$ cat src/rtl/core/tkpd_pkg.sv
// Shared widths, constants and types for the touch key press detector.
package tkpd_pkg;

	localparam int CH_W    = 3;
	localparam int COUNT_W = 16;
	localparam int THR_W   = 8;
	localparam int CAL_W   = 4;
	localparam int SEL_W   = 5;

	localparam logic [THR_W-1:0] THRESHOLD_RESET = 8'd30;

	typedef struct packed {
		logic [COUNT_W-1:0] baseline;
		logic [CAL_W-1:0]   cal_cnt;
		logic               touched;
	} chan_state_t;

	typedef struct packed {
		logic [CH_W-1:0] channel;
		logic            calibrating;
		logic            touched;
		logic            press_event;
	} result_t;

endpackage

$ cat src/rtl/core/tkpd_chan_bank.sv
// Per-channel state store: baseline, calibration count and touch flag.
module tkpd_chan_bank #(
	parameter int CHANNELS = 5
) (
	input  logic                          clk,
	input  logic                          arst_n,
	input  logic [tkpd_pkg::CH_W-1:0]     sel,
	input  logic                          wr_en,
	input  tkpd_pkg::chan_state_t         wr_state,
	output logic                          hit,
	output tkpd_pkg::chan_state_t         rd_state
);

	tkpd_pkg::chan_state_t     state_q [CHANNELS];
	logic [CHANNELS-1:0]       match;

	always_comb begin
		for (int i = 0; i < CHANNELS; i++) begin
			match[i] = ({{(tkpd_pkg::SEL_W - tkpd_pkg::CH_W){1'b0}}, sel}
				== tkpd_pkg::SEL_W'(i));
		end
	end

	always_comb begin
		rd_state = '0;
		for (int i = 0; i < CHANNELS; i++) begin
			if (match[i]) begin
				rd_state = rd_state | state_q[i];
			end
		end
	end

	assign hit = |match;

	always_ff @(posedge clk or negedge arst_n) begin
		if (!arst_n) begin
			for (int i = 0; i < CHANNELS; i++) begin
				state_q[i] <= '0;
			end
		end else if (wr_en) begin
			for (int i = 0; i < CHANNELS; i++) begin
				if (match[i]) begin
					state_q[i] <= wr_state;
				end
			end
		end
	end

endmodule

$ cat src/rtl/core/tkpd_eval.sv
// Calibration and touch decision for one sample against its channel state.
module tkpd_eval #(
	parameter int CAL_ROUNDS = 10
) (
	input  logic [tkpd_pkg::CH_W-1:0]    channel,
	input  logic [tkpd_pkg::COUNT_W-1:0] measured_count,
	input  logic [tkpd_pkg::THR_W-1:0]   threshold,
	input  logic                         hit,
	input  tkpd_pkg::chan_state_t        cur_state,
	output tkpd_pkg::chan_state_t        nxt_state,
	output tkpd_pkg::result_t            result
);

	logic                           cal_active;
	logic [tkpd_pkg::COUNT_W:0]     base_sum;
	logic [tkpd_pkg::COUNT_W:0]     count_plus_thr;
	logic                           now_touched;

	assign cal_active     = cur_state.cal_cnt < tkpd_pkg::CAL_W'(CAL_ROUNDS);
	assign base_sum       = {1'b0, cur_state.baseline} + {1'b0, measured_count};
	assign count_plus_thr = {1'b0, measured_count}
		+ {{(tkpd_pkg::COUNT_W + 1 - tkpd_pkg::THR_W){1'b0}}, threshold};
	assign now_touched    = count_plus_thr < {1'b0, cur_state.baseline};

	always_comb begin
		nxt_state          = cur_state;
		result.channel     = channel;
		result.calibrating = 1'b0;
		result.touched     = 1'b0;
		result.press_event = 1'b0;
		if (hit) begin
			if (cal_active) begin
				// average the baseline towards the count
				nxt_state.baseline = base_sum[tkpd_pkg::COUNT_W:1];
				nxt_state.cal_cnt  = cur_state.cal_cnt + tkpd_pkg::CAL_W'(1);
				result.calibrating = 1'b1;
			end else begin
				nxt_state.touched  = now_touched;
				result.touched     = now_touched;
				result.press_event = now_touched && !cur_state.touched;
			end
		end
	end

endmodule

$ cat src/rtl/core/touch_key_press_detector.sv
// Top level of the touch key press detector: input stage, state and result register.
//
// Usage: each item on the s_axis side carries one oscillator count for one
// touch channel. The block keeps a baseline per channel; the first
// CAL_ROUNDS samples of a channel average the baseline up from zero and are
// flagged as calibrating. After that, a sample counts as touched when
// count + threshold is below the baseline, and a press is flagged on the
// untouched-to-touched edge. Channels at or above CHANNELS give a result
// with all flags clear and change no state.
// The threshold is written over the cfg channel (always ready); the user must
// write it only while idle; the block does not enforce this. An item passes
// the input stage and then the result register. Throughput: one item per
// cycle while m_axis does not stall; the channel state is read, updated and
// written back in the same cycle as the result register loads, so a following
// sample of the same channel sees the update at once. Reset: all baselines,
// calibration counts and touch flags clear, the threshold returns to 30 and
// both stages empty. Stall: while m_axis_tready is low the result holds; the
// input stage then holds one further item before s_axis_tready drops.
module touch_key_press_detector #(
	parameter int CHANNELS   = 5,
	parameter int CAL_ROUNDS = 10
) (
	input  logic        clk,
	input  logic        arst_n,
	input  logic        s_axis_tvalid,
	output logic        s_axis_tready,
	input  logic [23:0] s_axis_tdata,  // [2:0] channel, [18:3] measured_count, rest zero
	output logic        m_axis_tvalid,
	input  logic        m_axis_tready,
	output logic [7:0]  m_axis_tdata,  // [2:0] out_channel, [3] touched, [4] press_event
	output logic        m_axis_tuser,  // [0] calibrating
	input  logic        cfg_valid,
	output logic        cfg_ready,
	input  logic [7:0]  cfg_data       // threshold
);

	logic                             valid_s1;
	logic [tkpd_pkg::CH_W-1:0]        channel_s1;
	logic [tkpd_pkg::COUNT_W-1:0]     count_s1;
	logic [tkpd_pkg::THR_W-1:0]       threshold_q;
	logic                             out_valid_q;
	tkpd_pkg::result_t                result_q;

	logic                             advance;
	logic                             take;
	logic                             hit;
	tkpd_pkg::chan_state_t            cur_state;
	tkpd_pkg::chan_state_t            nxt_state;
	tkpd_pkg::result_t                result;

	// the result register frees up when empty or being taken
	assign advance       = !out_valid_q || m_axis_tready;
	assign s_axis_tready = !valid_s1 || advance;
	assign take          = s_axis_tvalid && s_axis_tready;
	assign cfg_ready     = 1'b1;

	always_ff @(posedge clk or negedge arst_n) begin
		if (!arst_n) begin
			valid_s1 <= 1'b0;
		end else begin
			valid_s1 <= take || (valid_s1 && !advance);
		end
	end

	always_ff @(posedge clk) begin
		if (take) begin
			channel_s1 <= s_axis_tdata[tkpd_pkg::CH_W-1:0];
			count_s1   <= s_axis_tdata[tkpd_pkg::CH_W +: tkpd_pkg::COUNT_W];
		end
	end

	always_ff @(posedge clk or negedge arst_n) begin
		if (!arst_n) begin
			threshold_q <= tkpd_pkg::THRESHOLD_RESET;
		end else if (cfg_valid && cfg_ready) begin
			threshold_q <= cfg_data;
		end
	end

	tkpd_chan_bank #(
		.CHANNELS (CHANNELS)
	) u_bank (
		.clk      (clk),
		.arst_n   (arst_n),
		.sel      (channel_s1),
		.wr_en    (valid_s1 && advance),
		.wr_state (nxt_state),
		.hit      (hit),
		.rd_state (cur_state)
	);

	tkpd_eval #(
		.CAL_ROUNDS (CAL_ROUNDS)
	) u_eval (
		.channel        (channel_s1),
		.measured_count (count_s1),
		.threshold      (threshold_q),
		.hit            (hit),
		.cur_state      (cur_state),
		.nxt_state      (nxt_state),
		.result         (result)
	);

	// load the result as the state write-back happens
	always_ff @(posedge clk or negedge arst_n) begin
		if (!arst_n) begin
			out_valid_q <= 1'b0;
		end else if (advance) begin
			out_valid_q <= valid_s1;
		end
	end

	always_ff @(posedge clk) begin
		if (advance && valid_s1) begin
			result_q <= result;
		end
	end

	assign m_axis_tvalid = out_valid_q;
	assign m_axis_tdata  = {3'b000, result_q.press_event, result_q.touched, result_q.channel};
	assign m_axis_tuser  = result_q.calibrating;

endmodule

$ cat config.mk
export PLATFORM = sky130hd
export DESIGN_NAME = touch_key_press_detector
export DESIGN_NICKNAME = d
export VERILOG_FILES = /design/src/rtl/core/tkpd_pkg.sv /design/src/rtl/core/tkpd_chan_bank.sv /design/src/rtl/core/tkpd_eval.sv /design/src/rtl/core/touch_key_press_detector.sv
export SDC_FILE = /design/constraint.sdc
export NUM_CORES = 1
export LEC_CHECK = 0
export BUFFER_PORTS_ARGS = -buffer_cell sky130_fd_sc_hd__buf_4
export CORE_AREA = 2 2 136 138
export DETAILED_ROUTE_END_ITERATION = 12
export DIE_AREA = 0 0 138 140
export GPL_TIMING_DRIVEN = 0
export PLACE_DENSITY = 0.66
export SLEW_MARGIN = 20
export SYNTH_ARGS = -nofsm -noshare
export SYNTH_HDL_FRONTEND = slang
export SYNTH_SLANG_ARGS = --single-unit
export TNS_END_PERCENT = 30
$ cat constraint.sdc
create_clock -name clk -period 6.7 [get_ports clk]
set_input_delay 0.335 -clock clk [delete_from_list [all_inputs] [get_ports clk]]
set_output_delay 0.335 -clock clk [all_outputs]
set_load 0.02 [all_outputs]
* Word-level counts from Yosys, hierarchy flattened *
Cells that the tools add are included.

operators by class
  add/subtract/negate cells = 3
  $lt $le $gt $ge = 2
  equality and inequality tests = 4
  muxes and demuxes = 9
  bitwise operators = 5
  reduce and logical (&&, ||, !) cells = 19

operators by type and width
  operator                                                                count
  21-bit two-way mux                                                      6
  21-bit bitwise OR                                                       4
  20-bit two-way mux                                                      1
  16-bit by 16-bit adder with 17-bit output                               1
  16-bit by 8-bit adder with 17-bit output                                1
  17-bit by 16-bit < comparator with 1-bit output                         1
  2-bit AND reduction                                                     5
  3-bit by 2-bit equality test with 1-bit output (second input constant)  2
  5-bit OR reduction                                                      1
  4-bit by 1-bit adder with 4-bit output (second input constant)          1
  1-bit logical AND                                                       4
  1-bit logical NOT                                                       4
  4-bit < comparator (second input constant)                              1
  3-bit by 1-bit equality test with 1-bit output (second input constant)  1
  3-bit equality test (second input constant)                             1
  3-bit logical NOT                                                       1
  1-bit logical OR                                                        3
  1-bit two-way mux                                                       2
  2-bit OR reduction                                                      1
  1-bit inverter                                                          1

storage, ports and cells
  bits in registers = 140
  output and inout port bits = 12
  logic and storage cells = 66

* Depth between registers and ports, before layout *
Gate-level depths: netlist (run 1).

  word-level depth = 13
  gate-level depth with buffers = 17
  gate-level depth less buffers = 17

* Modules after synthesis *
A second synthesis (run 1) with hierarchy kept.

unflattened totals
  cell total of the unflattened synthesis = 676
  area, all modules = 7945.1 sq um

by module, submodules not included
  module                    instances  cells an instance  area each (sq um)  sequential area each (sq um)
  tkpd_chan_bank            1          353                4854.7             2627.5
  tkpd_eval                 1          267                1876.8             0.0
  touch_key_press_detector  1          56                 1213.7             1006.0

* Worst setup path after synthesis (run 1) *
No wires, ideal clock.

  path type = reg-to-reg
  start = register count_s1[0] (netlist name)
  end = register u_bank.state_q[21] (netlist name)
  data arrival time = 3.256 ns
  required time = 6.575 ns
  path slack = 3.319 ns
  stages on the path, launching flop included = 18
  buffers on the path = 0
  period minus slack after synthesis = 3.381 ns
  cell sequence = edfxtp_1 ha_1 fa_1 a21o_1 a21oi_1 o21ai_0 nand2_1 nand2_1 nand2_1 xnor2_1 ha_1 nand3_1 nor3_1 nor4b_1 o21ai_0 o2111ai_1 nand2_1 mux2_2

between the ends
  longest elaborated chain between the ends = 4

RTL lines
  item                                             RTL line                        source
  start: declaration                               touch_key_press_detector.sv:39  logic [tkpd_pkg::COUNT_W-1:0] count_s1;
  start signal: assignment                         touch_key_press_detector.sv:68  count_s1 <= s_axis_tdata[tkpd_pkg::CH_W +: tkpd_pkg::COUNT_W];
  16-bit by 8-bit adder with 17-bit output         tkpd_eval.sv:22                 + {{(tkpd_pkg::COUNT_W + 1 - tkpd_pkg::THR_W){1'b0}}, threshold};
  17-bit by 16-bit < comparator with 1-bit output  tkpd_eval.sv:23                 assign now_touched = count_plus_thr < {1'b0, cur_state.baseline};
  1-bit two-way mux                                tkpd_eval.sv:32                 if (cal_active) begin
  21-bit two-way mux                               tkpd_eval.sv:31                 if (hit) begin
  end signal: indexed assignment                   tkpd_chan_bank.sv:43            state_q[i] <= wr_state;
  end: declaration                                 tkpd_chan_bank.sv:14            tkpd_pkg::chan_state_t state_q [CHANNELS];

No other way between the ends.
A chain may end at the register's enable or synchronous reset.

* Worst setup path after layout (run 1) *
  start = register count_s1[0] (netlist name)
  end = register u_bank.state_q[63] (netlist name)

Same word-level chain as after synthesis.

==> results of run 1 <==
[report_power, final]
| group | leakage (nW) | switching, mW | internal [mW] | total (mW) |
|---|---|---|---|---|
| Clock | 0.273 | 0.378 | 0.546 | 0.924 |
| Combinational | 2.14 | 0.616 | 0.513 | 1.13 |
| Sequential | 1.67 | 0.153 | 1.15 | 1.30 |
| Total | 4.08 | 1.15 | 2.21 | 3.35 |
[Yosys cell counts, types with 8 or more instances]
cell,n
o21ai_0,39
o21a_1,9
buf_4,12
nand2_1,76
xnor2_1,14
nor2_1,43
nand3_1,9
mux2i_1,28
a21oi_1,43
mux4_2,14
o21ai_1,16
edfxtp_1,25
dfrtp_1,111
ha_1,39
clkbuf_1,10
mux2_2,57
xor2_1,8
inv_1,25
a21o_1,13
a22o_1,11
a31oi_1,8
[cell families after synthesis]
group                    synth area share
other                           0.0009488
AO/OA/AOI/OAI                      0.1445
XOR/XNOR                          0.02640
adder cells (fa/ha/maj)           0.06671
AND/OR/NAND/NOR                   0.09848
flip-flops                         0.4591
buffers and inverters             0.04189
multiplexers                       0.1620
[metrics by stage]
| step | area, um2 | std cells | power (mW) | util |
|---|---|---|---|---|
| finish | 9075 | 1015 | 3.354 | 0.5104 |
| global route | 9075 | 1015 | 3.554 | 0.5104 |
| global placement | 8494 | 983 | 2.348 | 0.4778 |
| CTS | 9072 | 1015 | 3.352 | 0.5103 |
| detailed placement | 8498 | 983 | 2.423 | 0.4780 |
| floorplan | 7923 | 716 | 2.118 | - |
[state kept, by name, summed over array words and instances (netlist names)]
name and cells:
channel_s1 3, count_s1 16, m_axis_tdata 5, m_axis_tuser 1
m_axis_tvalid 1, threshold_q 8, u_bank.state_q 105, valid_s1 1
[critical path, cell delays in order, from the launching register on]
cell and delay [ns]:
edfxtp_1 0.50, ha_1 0.28, fa_1 0.40, a21o_1 0.18, a21oi_1 0.25, o21ai_0 0.22, a21boi_0 0.38, xnor2_1 0.17
ha_1 0.26, a21oi_1 0.13, o21ai_0 0.13, a221oi_1 0.50, o211a_1 0.30, o2111ai_1 0.40, nand2_1 0.28, mux2_2 0.19
[layout make-up]
cell class	instances	area (um2)
plain buffers	35	230.2
clock buffers	17	425.4
clock inverters	15	148.9
fillers	1544	8705
inverters	27	101.3
multi-input cells	514	3958
flip-flops and latches	140	3633
well taps	229	286.5
repair buffers	38	291.5
[path summary, 6_finish.rpt]
kind | cells after the start | to
setup / recovery | 15 | u_bank.state_q[63]
hold / removal | 1 | u_bank.state_q[58]
setup reg to reg | 15 | u_bank.state_q[63]
hold reg to reg | 0 | m_axis_tdata[0]
max in group asynchronous | 1 | threshold_q[6]
min in group clk | 1 | count_s1[10]
[metal layers]
layer,vias up,track usage,part of all wire
met3,33,0.03966,0.053
met4,0,0.08324,0.019
met5,-,0,0
met1,3004,0.2745,0.43
li1,2691,-,-
met2,165,0.3713,0.50
==> metrics.md, run 1 <==
| Metric | Value |
|---|---|
| Mapped cell area | 0.007915 mm2 |
| Pwr/cell area | 369.5 mW/mm2 |
| Final #Nets | 851 |
| Share of the synthesized area in the top cell type | 0.3509 |
| Flops & latches, synth | 140 |
| Max Clock Freq | 215.8 MHz |
| Synthesis-to-layout area growth | 14.65% |
| Worst endpoint data arrival time | 4.99 ns |
| Peak VDD IR | 0.1528 mV |
| TNS Setup | 0 ns |
| Final hold violations | 9 |
| Worst Setup End Kind | register |
| Total Wirelength | 20.42 mm |
| Register clock-pin slew on the reported worst setup and hold paths | 0.06 ns |
| Critical Path RT | 7.06 ns |
| Overflow left after global routing | 0 |
| Status | complete, but fails checks |
| Drt wl/cell | 20.11 um |
| Resized Gates After CTS | 0 |
| DRT iter0 DRCs | 377 |
| Warnings, synthesis | 0 |
| Distinct cells, synth | 65 |
| TritonCTS Buffers | 17 |
| Crit path max fanout | 4 |
| EDFF count, synth | 25 |
| Routed vias/inst | 5.806 |
| Leakage power | 4.085 nW |
| Hold-fix buffer count after cts | 0 |
| DR DRC count | 0 |
| Syn_area_per_cell | 11.09 um2 |
| Register area share after synthesis | 0.4591 |
| Slew @ Worst Pin | 1.106 ns |
| Share of layout cells above drive strength 1 | 0.2430 |
| Failing checks | hold timing |
| Chip width | 138 um |
| TritonRoute pass-1 iters | 5 |
| Worst setup SP type | register |
| DRT antenna net count | 0 |
| Die area | 0.01932 mm2 |
| Initial Util | 0.4452 |
| Clk sinks | 140 |
| MaxCap Viol Count | 0 |
| Most common cell after layout, fill and taps aside | dfrtp_1 |
| # Post-CTS Setup Buffers | 0 |
| Fin. max-slew vios | 0 |
| RSZ-0062 raised after global routing | false |
| Worst r2r src | count_s1[0] |
| Post-synth top area cell | dfrtp_1 |
| Dpl ws | 2.135 ns |
| # IOs | 49 |
| Fin Hold WS | -0.03119 ns |
| H-Tree Depth | 4 |
| Final min period | 4.633 ns |
| Top post-synthesis cells by area | dfrtp_1 (35%), edfxtp_1 (9.5%), mux2_2 (8.1%), ha_1 (6.2%), mux4_2 (4.0%) |
| Fin Clk Skew | 0.008254 ns |
| Setup ws final | 2.067 ns |
| Ant diodes | 0 |
| Vias | 5893 |
| Detailed-placement wirelength estimate | 14.66 mm |
| CTS tree | done |
| Crit path kind | register to register |
| Initial antenna violation count | 0 |
| Final estimated routing congestion in global placement | 0.8772 |
| Mapped Cells | 714 |
| GRT Overall Usage | 0.2167 |
| Asr flop ratio synth | 0.8214 |
| Final period util | 0.6915 |
| Internal reg-to-reg setup slack | 2.07 ns |
| Most frequent cells in the layout | dfrtp_1 (111), nand2_1 (76), mux2_2 (57), buf_4 (49) |
| Clk_lat worst skew | 0.43 ns |
| Type of the worst min-delay path | input pin to async pin |
| Port Buf Inserts | 38 |
| Vias in the first global route | 6073 |
| Largest net degree at the start of global routing | 116 |
| Core ar. | 0.01778 mm2 |
| CP startpoint | count_s1[0] |
| First-pass GRT wire length | 32.50 mm |
| Die Height | 140 um |
| Main synth FF type | dfrtp_1 |
| CTS root buf | clkbuf_16 |
| Clk buf depth | 2 |
| Slew margin rel. | 0.2568 |
| Row cnt | 49 |
| Setup Viol. Count Final | 0 |
Power figures use the tool's default switching activity.
==> run 2: changes to the inputs <==
--- a/config.mk
+++ b/config.mk
@@ -10,7 +10,7 @@
 export DETAILED_ROUTE_END_ITERATION = 12
 export DIE_AREA = 0 0 138 140
 export GPL_TIMING_DRIVEN = 0
-export PLACE_DENSITY = 0.66
+export PLACE_DENSITY = 0.69
 export SLEW_MARGIN = 20
 export SYNTH_ARGS = -nofsm -noshare
 export SYNTH_HDL_FRONTEND = slang
==> constraint.sdc (replaced) <==
create_clock -name clk -period 4.25 [get_ports clk]
set_input_delay 0.2125 -clock clk [delete_from_list [all_inputs] [get_ports clk]]
set_output_delay 0.2125 -clock clk [all_outputs]
set_load 0.02 [all_outputs]
==> run 2 against run 1 <==
Compared with the run above: the flow now finishes without violations; total power up 59%; routed wire length down 2.4%; cell count up 2.6%; non-clock buffer count up 26; utilization up 1.9 points; sequential cell count unchanged; register-to-register slack worse by 1.9 ns; first-iteration DRC count up 38%; sequential power up 57%; hold slack better by 0.052 ns; largest cell class unchanged; highest routed layer unchanged.
==> metrics.md, run 2 (synthesized netlist as in run 1, its figures left out) <==
| Metric | Value |
|---|---|
| Most frequent cells in the layout | dfrtp_1 (111), nand2_1 (76), mux2_2 (57), buf_4 (53) (was dfrtp_1 (111), nand2_1 (76), mux2_2 (57), buf_4 (49)) |
| Die area | 0.01932 mm2 (unchanged) |
| Fin Clk Skew | 0.005692 ns (was 0.008254 ns) |
| Fin. max-slew vios | 0 (unchanged) |
| Share of layout cells above drive strength 1 | 0.2525 (was 0.2430) |
| Reg2Reg Depth | 14 (was 15) |
| Worst endpoint data arrival time | 4.39 ns (was 4.99 ns) |
| H-Tree Depth | 4 (unchanged) |
| Chip width | 138 um (unchanged) |
| Depth of the worst hold-timing path | 2 |
| Power share of the combinational group | 0.342 (was 0.337) |
| TritonCTS Buffers | 17 (unchanged) |
| Crit-path most repeated cell | buf_4 |
| Slew margin rel. | 0.3053 (was 0.2568) |
| Crit path max fanout | 10 (was 4) |
| Crit path kind | register to register (unchanged) |
| DRT iter0 DRCs | 520 (was 377) |
| Synthesis-to-layout area growth | 18.87% (was 14.65%) |
| Layout fillers | 1554 (was 1544) |
| FF-to-FF End | u_bank.state_q[83] (was u_bank.state_q[63]) |
| Peak VDD IR | 0.2758 mV (was 0.1528 mV) |
| Slew @ Worst Pin | 1.033 ns (was 1.106 ns) |
| Largest regs | u_bank.state_q x105, count_s1 x16, threshold_q x8 (unchanged) |
| CTS root buf | clkbuf_16 (unchanged) |
| Final estimated routing congestion in global placement | 0.8607 (was 0.8772) |
| Met1 Resource Use GR | 0.2870 (was 0.2745) |
| Port Buf Inserts | 38 (unchanged) |
| Register clock-pin slew on the reported worst setup and hold paths | 0.06 ns (about the same) |
| Critical Path RT | 4.56 ns (was 7.06 ns) |
| Type of the worst min-delay path | input pin to register (was input pin to async pin) |
| Final min period | 4.087 ns (was 4.633 ns) |
| Largest net degree at the start of global routing | 80 (was 116) |
| TritonRoute pass-1 iters | 5 (unchanged) |
| Worst Setup End Kind | register (unchanged) |
| Crit-path slowest cell | mux4_2 (was edfxtp_1) |
| Status | completed (was complete, but fails checks) |
| Initial Util | 0.4452 (unchanged) |
| Clk network pwr share | 0.274 (was 0.275) |
| Initial antenna violation count | 0 (unchanged) |
| Internal reg-to-reg setup slack | 0.16 ns (was 2.07 ns) |
| Sw frac | 0.3362 (was 0.3418) |
| Total Wirelength | 19.93 mm (was 20.42 mm) |
| Sequential Power Share | 0.383 (was 0.388) |
| Clk sinks | 140 (unchanged) |
| Net Switching | 1.791 mW (was 1.146 mW) |
| Die Height | 140 um (unchanged) |
| Drt wl/cell | 19.15 um (was 20.11 um) |
| Worst setup SP type | register (unchanged) |
| Final hold violations | 0 (was 9) |
| GRT Overall Usage | 0.2136 (was 0.2167) |
| Largest register by flop count | u_bank.state_q (unchanged) |
| Hold worst-path end | threshold_q[5] |
| Vias in the first global route | 5916 (was 6073) |
| Overflow left after global routing | 0 (unchanged) |
| Grt peak-use layer | met2 (unchanged) |
| Vias | 5882 (was 5893) |
| Routing usage on met2 | 0.3520 (was 0.3713) |
| Row cnt | 49 (unchanged) |
| Core ar. | 0.01778 mm2 (unchanged) |
| Clk_lat worst skew | 0.42 ns (was 0.43 ns) |
| Largest register FFs | 105 (unchanged) |
| Final core utilization | 0.5292 (was 0.5104) |
| Final period util | 0.9616 (was 0.6915) |
| Max Clock Freq | 244.7 MHz (was 215.8 MHz) |
| Ant diodes | 0 (unchanged) |
| CP startpoint | channel_s1[0] (was count_s1[0]) |
| Worst path max stage delay | 0.53 ns (was 0.50 ns) |
| CTS tree | done (unchanged) |
| # IOs | 49 (unchanged) |
| Tot Pwr | 5.329 mW (was 3.354 mW) |
| MaxCap Viol Count | 0 (unchanged) |
| Placed Instances | 984 (was 983) |
| Worst r2r src | channel_s1[0] (was count_s1[0]) |
| Met3 usage | 0.04137 (was 0.03966) |
| Most common cell after layout, fill and taps aside | dfrtp_1 (unchanged) |
| Setup Viol. Count Final | 0 (unchanged) |
| Layout Cells excl Fill | 1041 (was 1015) |
| Critical path cell sequence | buf_4 > buf_4 > buf_6 > mux4_2 > a22oi_2 > buf_4 > inv_1 > ha_1 > a2111o_1 > o21ai_1 > a31oi_1 > nor3_1 > o22ai_2 > mux2_2 (was ha_1 > fa_1 > a21o_1 > a21oi_1 > o21ai_0 > a21boi_0 > xnor2_1 > ha_1 > a21oi_1 > o21ai_0 > a221oi_1 > o211a_1 > o2111ai_1 > nand2_1 > mux2_2) |
| Clk buf depth | 2 (unchanged) |
| Hold_sp | cfg_data[5] |
| Internal power | 3.537 mW (was 2.207 mW) |
| Pwr/cell area | 566.3 mW/mm2 (was 369.5 mW/mm2) |
| Leakage power | 4.234 nW (was 4.085 nW) |
| First-pass GRT wire length | 31.86 mm (was 32.50 mm) |
| Detailed-placement wirelength estimate | 13.93 mm (was 14.66 mm) |
| DRT antenna net count | 0 (unchanged) |
| Routed vias/inst | 5.650 (was 5.806) |
| DR DRC count | 0 (unchanged) |
| Final #Nets | 877 (was 851) |
==> run 2: cell types whose count changed in the layout (fill, tap and decap cells not counted), moves of 2 or more <==
| cell | delta |
|---|---|
| dlygate4sd3_1 | +21 |
| clkinvlp_4 | -3 |
| o21ai_0 | -3 |
| buf_4 | +4 |
| clkbuf_1 | +2 |
| o21ai_1 | +3 |
| nor3_4 | +2 |
| clkbuf_8 | +2 |
| inv_4 | +2 |
==> run 2: worst max-delay path by stage <==
stage                               to  slack [ns]  cells after the start
global route        u_bank.state_q[83]      -0.008                     14
global placement    u_bank.state_q[21]       -0.31                     14
finish              u_bank.state_q[83]        0.16                     14
detailed placement   u_bank.state_q[0]       -0.45                     14
floorplan           u_bank.state_q[21]        0.87                     17
CTS                  u_bank.state_q[0]        0.02                     17
==> run 2: cell type report <==
| class | count | area, um2 | area share |
|---|---|---|---|
| tap | 229 | 286.5 | 0.03045 |
| timing repair buffer | 64 | 556.8 | 0.05918 |
| multi-input combinational | 514 | 4019 | 0.4271 |
| inverter | 27 | 101.3 | 0.01077 |
| clock buffer | 23 | 499.2 | 0.05306 |
| clock inverter | 9 | 82.58 | 0.008777 |
| sequential | 140 | 3633 | 0.3862 |
| buffer | 35 | 230.2 | 0.02447 |
==> run 2: power groups by stage <==
| stage | logic, mW | clock network (mW) | registers [mW] |
|---|---|---|---|
| finish | 1.82 | 1.46 | 2.04 |
| global route | 2.03 | 1.54 | 2.09 |
| CTS | 1.79 | 1.48 | 2.04 |
| detailed placement | 1.74 | 0 | 2.06 |
| global placement | 1.70 | 0 | 2.04 |
| floorplan | 1.34 | 0 | 2.00 |
==> run 2: timing repair <==
action	in CTS	in global routing
buffers inserted	0	4
gates resized for setup	10	6
pin swaps	0	2
hold endpoints to repair	56	0
endpoints found under the setup margin	18	27
hold buffers	21	0
==> run 2: critical path: cells and delay by family (launching register included) <==
kind	cells	cell delay, ns
buf+inv	5	0.94
simple gates	1	0.25
compound gates	5	1.26
flops	1	0.36
mux	2	0.83
fa+ha+maj	1	0.33
==> run 2: metal layers <==
layer,routed length [um],share of wire
met1,8901,0.45
met2,9605,0.48
met3,1114,0.056
met4,308,0.015
met5,0,0
==> run 2: per-stage QoR <==
| stage | hold slack, ns | setup WS (ns) | setup TNS, ns | instance area [um2] |
|---|---|---|---|---|
| 2_1_floorplan | -0.08309 | 0.8695 | 0 | 7923 |
| 3_3_place_gp | 0.3914 | -0.3132 | -1.866 | 8494 |
| 3_5_place_dp | 0.1402 | -0.4522 | -3.108 | 8526 |
| 4_1_cts | 0.007126 | 0.02234 | 0 | 9358 |
| 5_1_grt | 0.008151 | -0.007827 | -0.007827 | 9409 |
| 6_report | 0.02042 | 0.1633 | 0 | 9409 |
==> run 3: changes to the inputs <==
--- a/config.mk
+++ b/config.mk
@@ -5,12 +5,14 @@
 export SDC_FILE = /design/constraint.sdc
 export NUM_CORES = 1
 export LEC_CHECK = 0
+export ABC_AREA = 1
 export BUFFER_PORTS_ARGS = -buffer_cell sky130_fd_sc_hd__buf_4
-export CORE_AREA = 2 2 136 138
+export CORE_AREA = 2 2 137 139
 export DETAILED_ROUTE_END_ITERATION = 12
-export DIE_AREA = 0 0 138 140
+export DIE_AREA = 0 0 139 141
 export GPL_TIMING_DRIVEN = 0
-export PLACE_DENSITY = 0.69
+export PLACE_DENSITY = 0.66
+export RECOVER_POWER = 100
 export SLEW_MARGIN = 20
 export SYNTH_ARGS = -nofsm -noshare
 export SYNTH_HDL_FRONTEND = slang
==> constraint.sdc (replaced) <==
create_clock -name clk -period 5.1 [get_ports clk]
set_input_delay 0.255 -clock clk [delete_from_list [all_inputs] [get_ports clk]]
set_output_delay 0.255 -clock clk [all_outputs]
set_load 0.02 [all_outputs]
==> run 3 against run 2 <==
Compared with the run above: the run now ends with capacitance limit, slew limit left; utilization down 2.7 points; sequential power down 18%; die area up 1.4%; via count up 14%; sequential share of layout area up 1.0 points; first-iteration DRC count up 10%; setup slack better by 0.56 ns; synthesized area up 0.79%.
==> metrics.md, run 3 <==
| Metric | Value |
|---|---|
| Status | complete, but fails checks (was completed) |
| Failing checks | capacitance limit, slew limit |
| Post-Synth Adder-Cell Area | 0.06619 (was 0.06671) |
| Final core utilization | 0.5018 (was 0.5292) |
| Mapped cell area | 0.007978 mm2 (was 0.007915 mm2) |
| Worst setup SP type | register (unchanged) |
| Clk_lat worst skew | 0.43 ns (was 0.42 ns) |
| RSZ-0062 raised after global routing | false |
| Most common cell after layout, fill and taps aside | nand2_1 (was dfrtp_1) |
| Clk sinks | 140 (unchanged) |
| Final period util | 0.8576 (was 0.9616) |
| Leakage power | 4.535 nW (was 4.234 nW) |
| Post-synth top area cell | dfrtp_1 (unchanged) |
| TNS Setup | 0 ns (unchanged) |
| Core ar. | 0.01827 mm2 (was 0.01778 mm2) |
| # Post-CTS Setup Buffers | 0 (unchanged) |
| Final hold violations | 0 (unchanged) |
| Largest net degree at the start of global routing | 76 (was 80) |
| Worst path max stage delay | 0.74 ns (was 0.53 ns) |
| Largest register FFs | 105 (unchanged) |
| Most frequent cells in the layout | nand2_1 (331), dfrtp_1 (111), inv_1 (97), o21ai_0 (63), nand3_1 (48) (was dfrtp_1 (111), nand2_1 (76), mux2_2 (57), buf_4 (53)) |
| Crit path kind | register to register (unchanged) |
| Final estimated routing congestion in global placement | 0.9237 (was 0.8607) |
| Chip width | 139 um (was 138 um) |
| MaxCap Viol Count | 2 (was 0) |
| Mapped Cells | 960 (was 714) |
| Xor and xnor fraction of the mapped netlist area | 0.02870 (was 0.02640) |
| Clk buf depth | 2 (unchanged) |
| Compound-gate portion of the synthesized area | 0.1192 (was 0.1445) |
| CTS root buf | clkbuf_16 (unchanged) |
| Syn_area_per_cell | 8.310 um2 (was 11.09 um2) |
| Share of the synthesized area in the top cell type | 0.3482 (was 0.3509) |
| Crit-path slowest cell | nor2_1 (was mux4_2) |
| Critical Path RT | 5.44 ns (was 4.56 ns) |
| Fin area | 0.009168 mm2 (was 0.009409 mm2) |
| Total Wirelength | 20.84 mm (was 19.93 mm) |
| Peak VDD IR | 0.2861 mV (was 0.2758 mV) |
| GRT Overall Usage | 0.2223 (was 0.2136) |
| Worst r2r src | channel_s1[0] (unchanged) |
| Die Height | 141 um (was 140 um) |
| Register area share after synthesis | 0.4555 (was 0.4591) |
| Initial antenna violation count | 0 (unchanged) |
| Die area | 0.01960 mm2 (was 0.01932 mm2) |
| Hold_sp | s_axis_tvalid (was cfg_data[5]) |
| Synth Area in Simple Gates | 0.2459 (was 0.09848) |
| Overflow left after global routing | 0 (unchanged) |
| Post-synthesis mux area share | 0.01129 (was 0.1620) |
| Initial Util | 0.4367 (was 0.4452) |
| Top post-synthesis cells by area | dfrtp_1 (35%), nand2_1 (15%), edfxtp_1 (9.4%), ha_1 (6.1%), inv_1 (4.6%) (was dfrtp_1 (35%), edfxtp_1 (9.5%), mux2_2 (8.1%), ha_1 (6.2%), mux4_2 (4.0%)) |
| First-pass GRT wire length | 33.95 mm (was 31.86 mm) |
| Synthesis-to-layout area growth | 14.92% (was 18.87%) |
| Type of the worst min-delay path | input pin to register (unchanged) |
| Final #Nets | 1118 (was 877) |
| Vias | 6707 (was 5882) |
| H-Tree Depth | 4 (unchanged) |
| Slew margin rel. | -0.5509 (was 0.3053) |
| Critical path cell sequence | nor2_1 > nand2_4 > inv_2 > buf_2 > nand2_1 > o221ai_1 > a21oi_1 > o21ai_0 > inv_1 > fa_1 > inv_1 > nand3_1 > nand2_1 > a21oi_1 > o21ai_0 > nand2_1 > nand2_1 > xor2_1 > nand2_1 > nand2_1 > nand2_1 > o21ai_0 (was buf_4 > buf_4 > buf_6 > mux4_2 > a22oi_2 > buf_4 > inv_1 > ha_1 > a2111o_1 > o21ai_1 > a31oi_1 > nor3_1 > o22ai_2 > mux2_2) |
| TritonCTS Buffers | 17 (unchanged) |
| Tot Pwr | 4.204 mW (was 5.329 mW) |
| Crit-path most repeated cell | nand2_1 (was buf_4) |
| Share of layout cells above drive strength 1 | 0.1083 (was 0.2525) |
| Vias in the first global route | 6636 (was 5916) |
| Setup Viol. Count Final | 0 (unchanged) |
| Worst endpoint data arrival time | 4.72 ns (was 4.39 ns) |
| CTS tree | done (unchanged) |
| Placed inst area | 0.008594 mm2 (was 0.008526 mm2) |
| Pwr/cell area | 458.6 mW/mm2 (was 566.3 mW/mm2) |
| Port Buf Inserts | 38 (unchanged) |
| Slew @ Worst Pin | 2.326 ns (was 1.033 ns) |
| Routed vias/inst | 5.211 (was 5.650) |
| Detailed-placement wirelength estimate | 15.00 mm (was 13.93 mm) |
| Register clock-pin slew on the reported worst setup and hold paths | 0.06 ns (about the same) |
| Drt wl/cell | 16.20 um (was 19.15 um) |
| Largest regs | u_bank.state_q x105, count_s1 x16, threshold_q x8 (unchanged) |
| Cell with the most instances after synthesis | nand2_1 (was dfrtp_1) |
| Distinct cells, synth | 57 (was 65) |
| TritonRoute pass-1 iters | 6 (was 5) |
| Main synth FF type | dfrtp_1 (unchanged) |
| Fin. max-slew vios | 118 (was 0) |
| Largest family of logic cells by synthesized area | simple AND/OR/NAND/NOR gates (was multiplexers) |
| Largest register by flop count | u_bank.state_q (unchanged) |
| Crit path max fanout | 10 (unchanged) |
| DRT iter0 DRCs | 572 (was 520) |
| Final min period | 4.374 ns (was 4.087 ns) |
| Flops & latches, synth | 140 (unchanged) |
| DRT antenna net count | 0 (unchanged) |
| EDFF count, synth | 25 (unchanged) |
| Ant diodes | 0 (unchanged) |
| Worst Setup End Kind | register (unchanged) |
| Fin Hold WS | 0.03383 ns (was 0.02042 ns) |
| Fin Clk Skew | 0.009604 ns (was 0.005692 ns) |
| Row cnt | 50 (was 49) |
| CP startpoint | channel_s1[0] (unchanged) |
| DR DRC count | 0 (unchanged) |
| # IOs | 49 (unchanged) |
| Warnings, synthesis | 0 (unchanged) |
| Post-synth top cells | nand2_1 (328), dfrtp_1 (111), inv_1 (97) (was dfrtp_1 (111), nand2_1 (76), mux2_2 (57)) |
| Asr flop ratio synth | 0.8214 (unchanged) |
| Max Clock Freq | 228.6 MHz (was 244.7 MHz) |
| Resized Gates After CTS | 0 (was 10) |
[run 3: final timing paths]
path                       depth (start not counted)  slack, ns            endpoint
max                                               22       0.73  u_bank.state_q[37]
min                                                3       0.03            valid_s1
max reg2reg                                       22       0.73  u_bank.state_q[37]
min reg2reg                                        2       0.48  u_bank.state_q[38]
max in group asynchronous                          3       1.20  u_bank.state_q[17]
min in group asynchronous                          2       1.08  u_bank.state_q[70]
[run 3: timing repair]
item | in CTS | in global routing
setup endpoints to repair | 0 | 0
hold buffers | 17 | 3
endpoints found under the hold margin | 52 | 3
[run 3: cell type report]
cell class,count,area [um2]
timing repair buffer,59,456.7
sequential,140,3633
tap,234,292.8
buffer,31,155.1
fill,1780,9100
multi-input combinational,684,3654
inverter,107,405.4
clock buffer,20,456.7
clock inverter,12,113.9
[run 3: cell families after synthesis]
family | after synthesis
AOI/OAI and AO/OA | 145
xor gates and xnor gates | 24
adders and majority gates | 41
buffers and inverters | 138
DFF | 140
muxes | 8
other | 2
and+or+nand+nor | 462
[run 3: metrics by stage]
step | std cells | worst slack (ns)
2_1_floorplan | 962 | 1.968
3_3_place_gp | 1234 | 1.053
3_5_place_dp | 1235 | 0.9975
4_1_cts | 1284 | 0.9664
5_1_grt | 1287 | 0.3098
6_report | 1287 | 0.7260
[run 3: report_power, final]
group	leakage [nW]	switching (mW)	internal [mW]
registers	1.70	0.171	1.51
logic	2.55	0.849	0.479
clock network	0.283	0.498	0.701
total	4.53	1.52	2.69
[run 3: worst max-delay path: cells and delay by family (launching register included)]
| family | cells | cell delay [ns] |
|---|---|---|
| xor+xnor | 1 | 0.19 |
| simple gates | 10 | 1.65 |
| compound gates | 6 | 0.89 |
| flops | 1 | 0.51 |
| fa+ha+maj | 1 | 0.45 |
| buf+inv | 4 | 0.61 |
[run 3: metal layers]
metal  vias up  global-route usage  routed length (um)
li1       3295                   -                   -
met1      3209              0.2907                9413
met2       177              0.3695                9892
met3        26             0.04891                1114
met4         0             0.07283                 423
met5         -                   0                   0
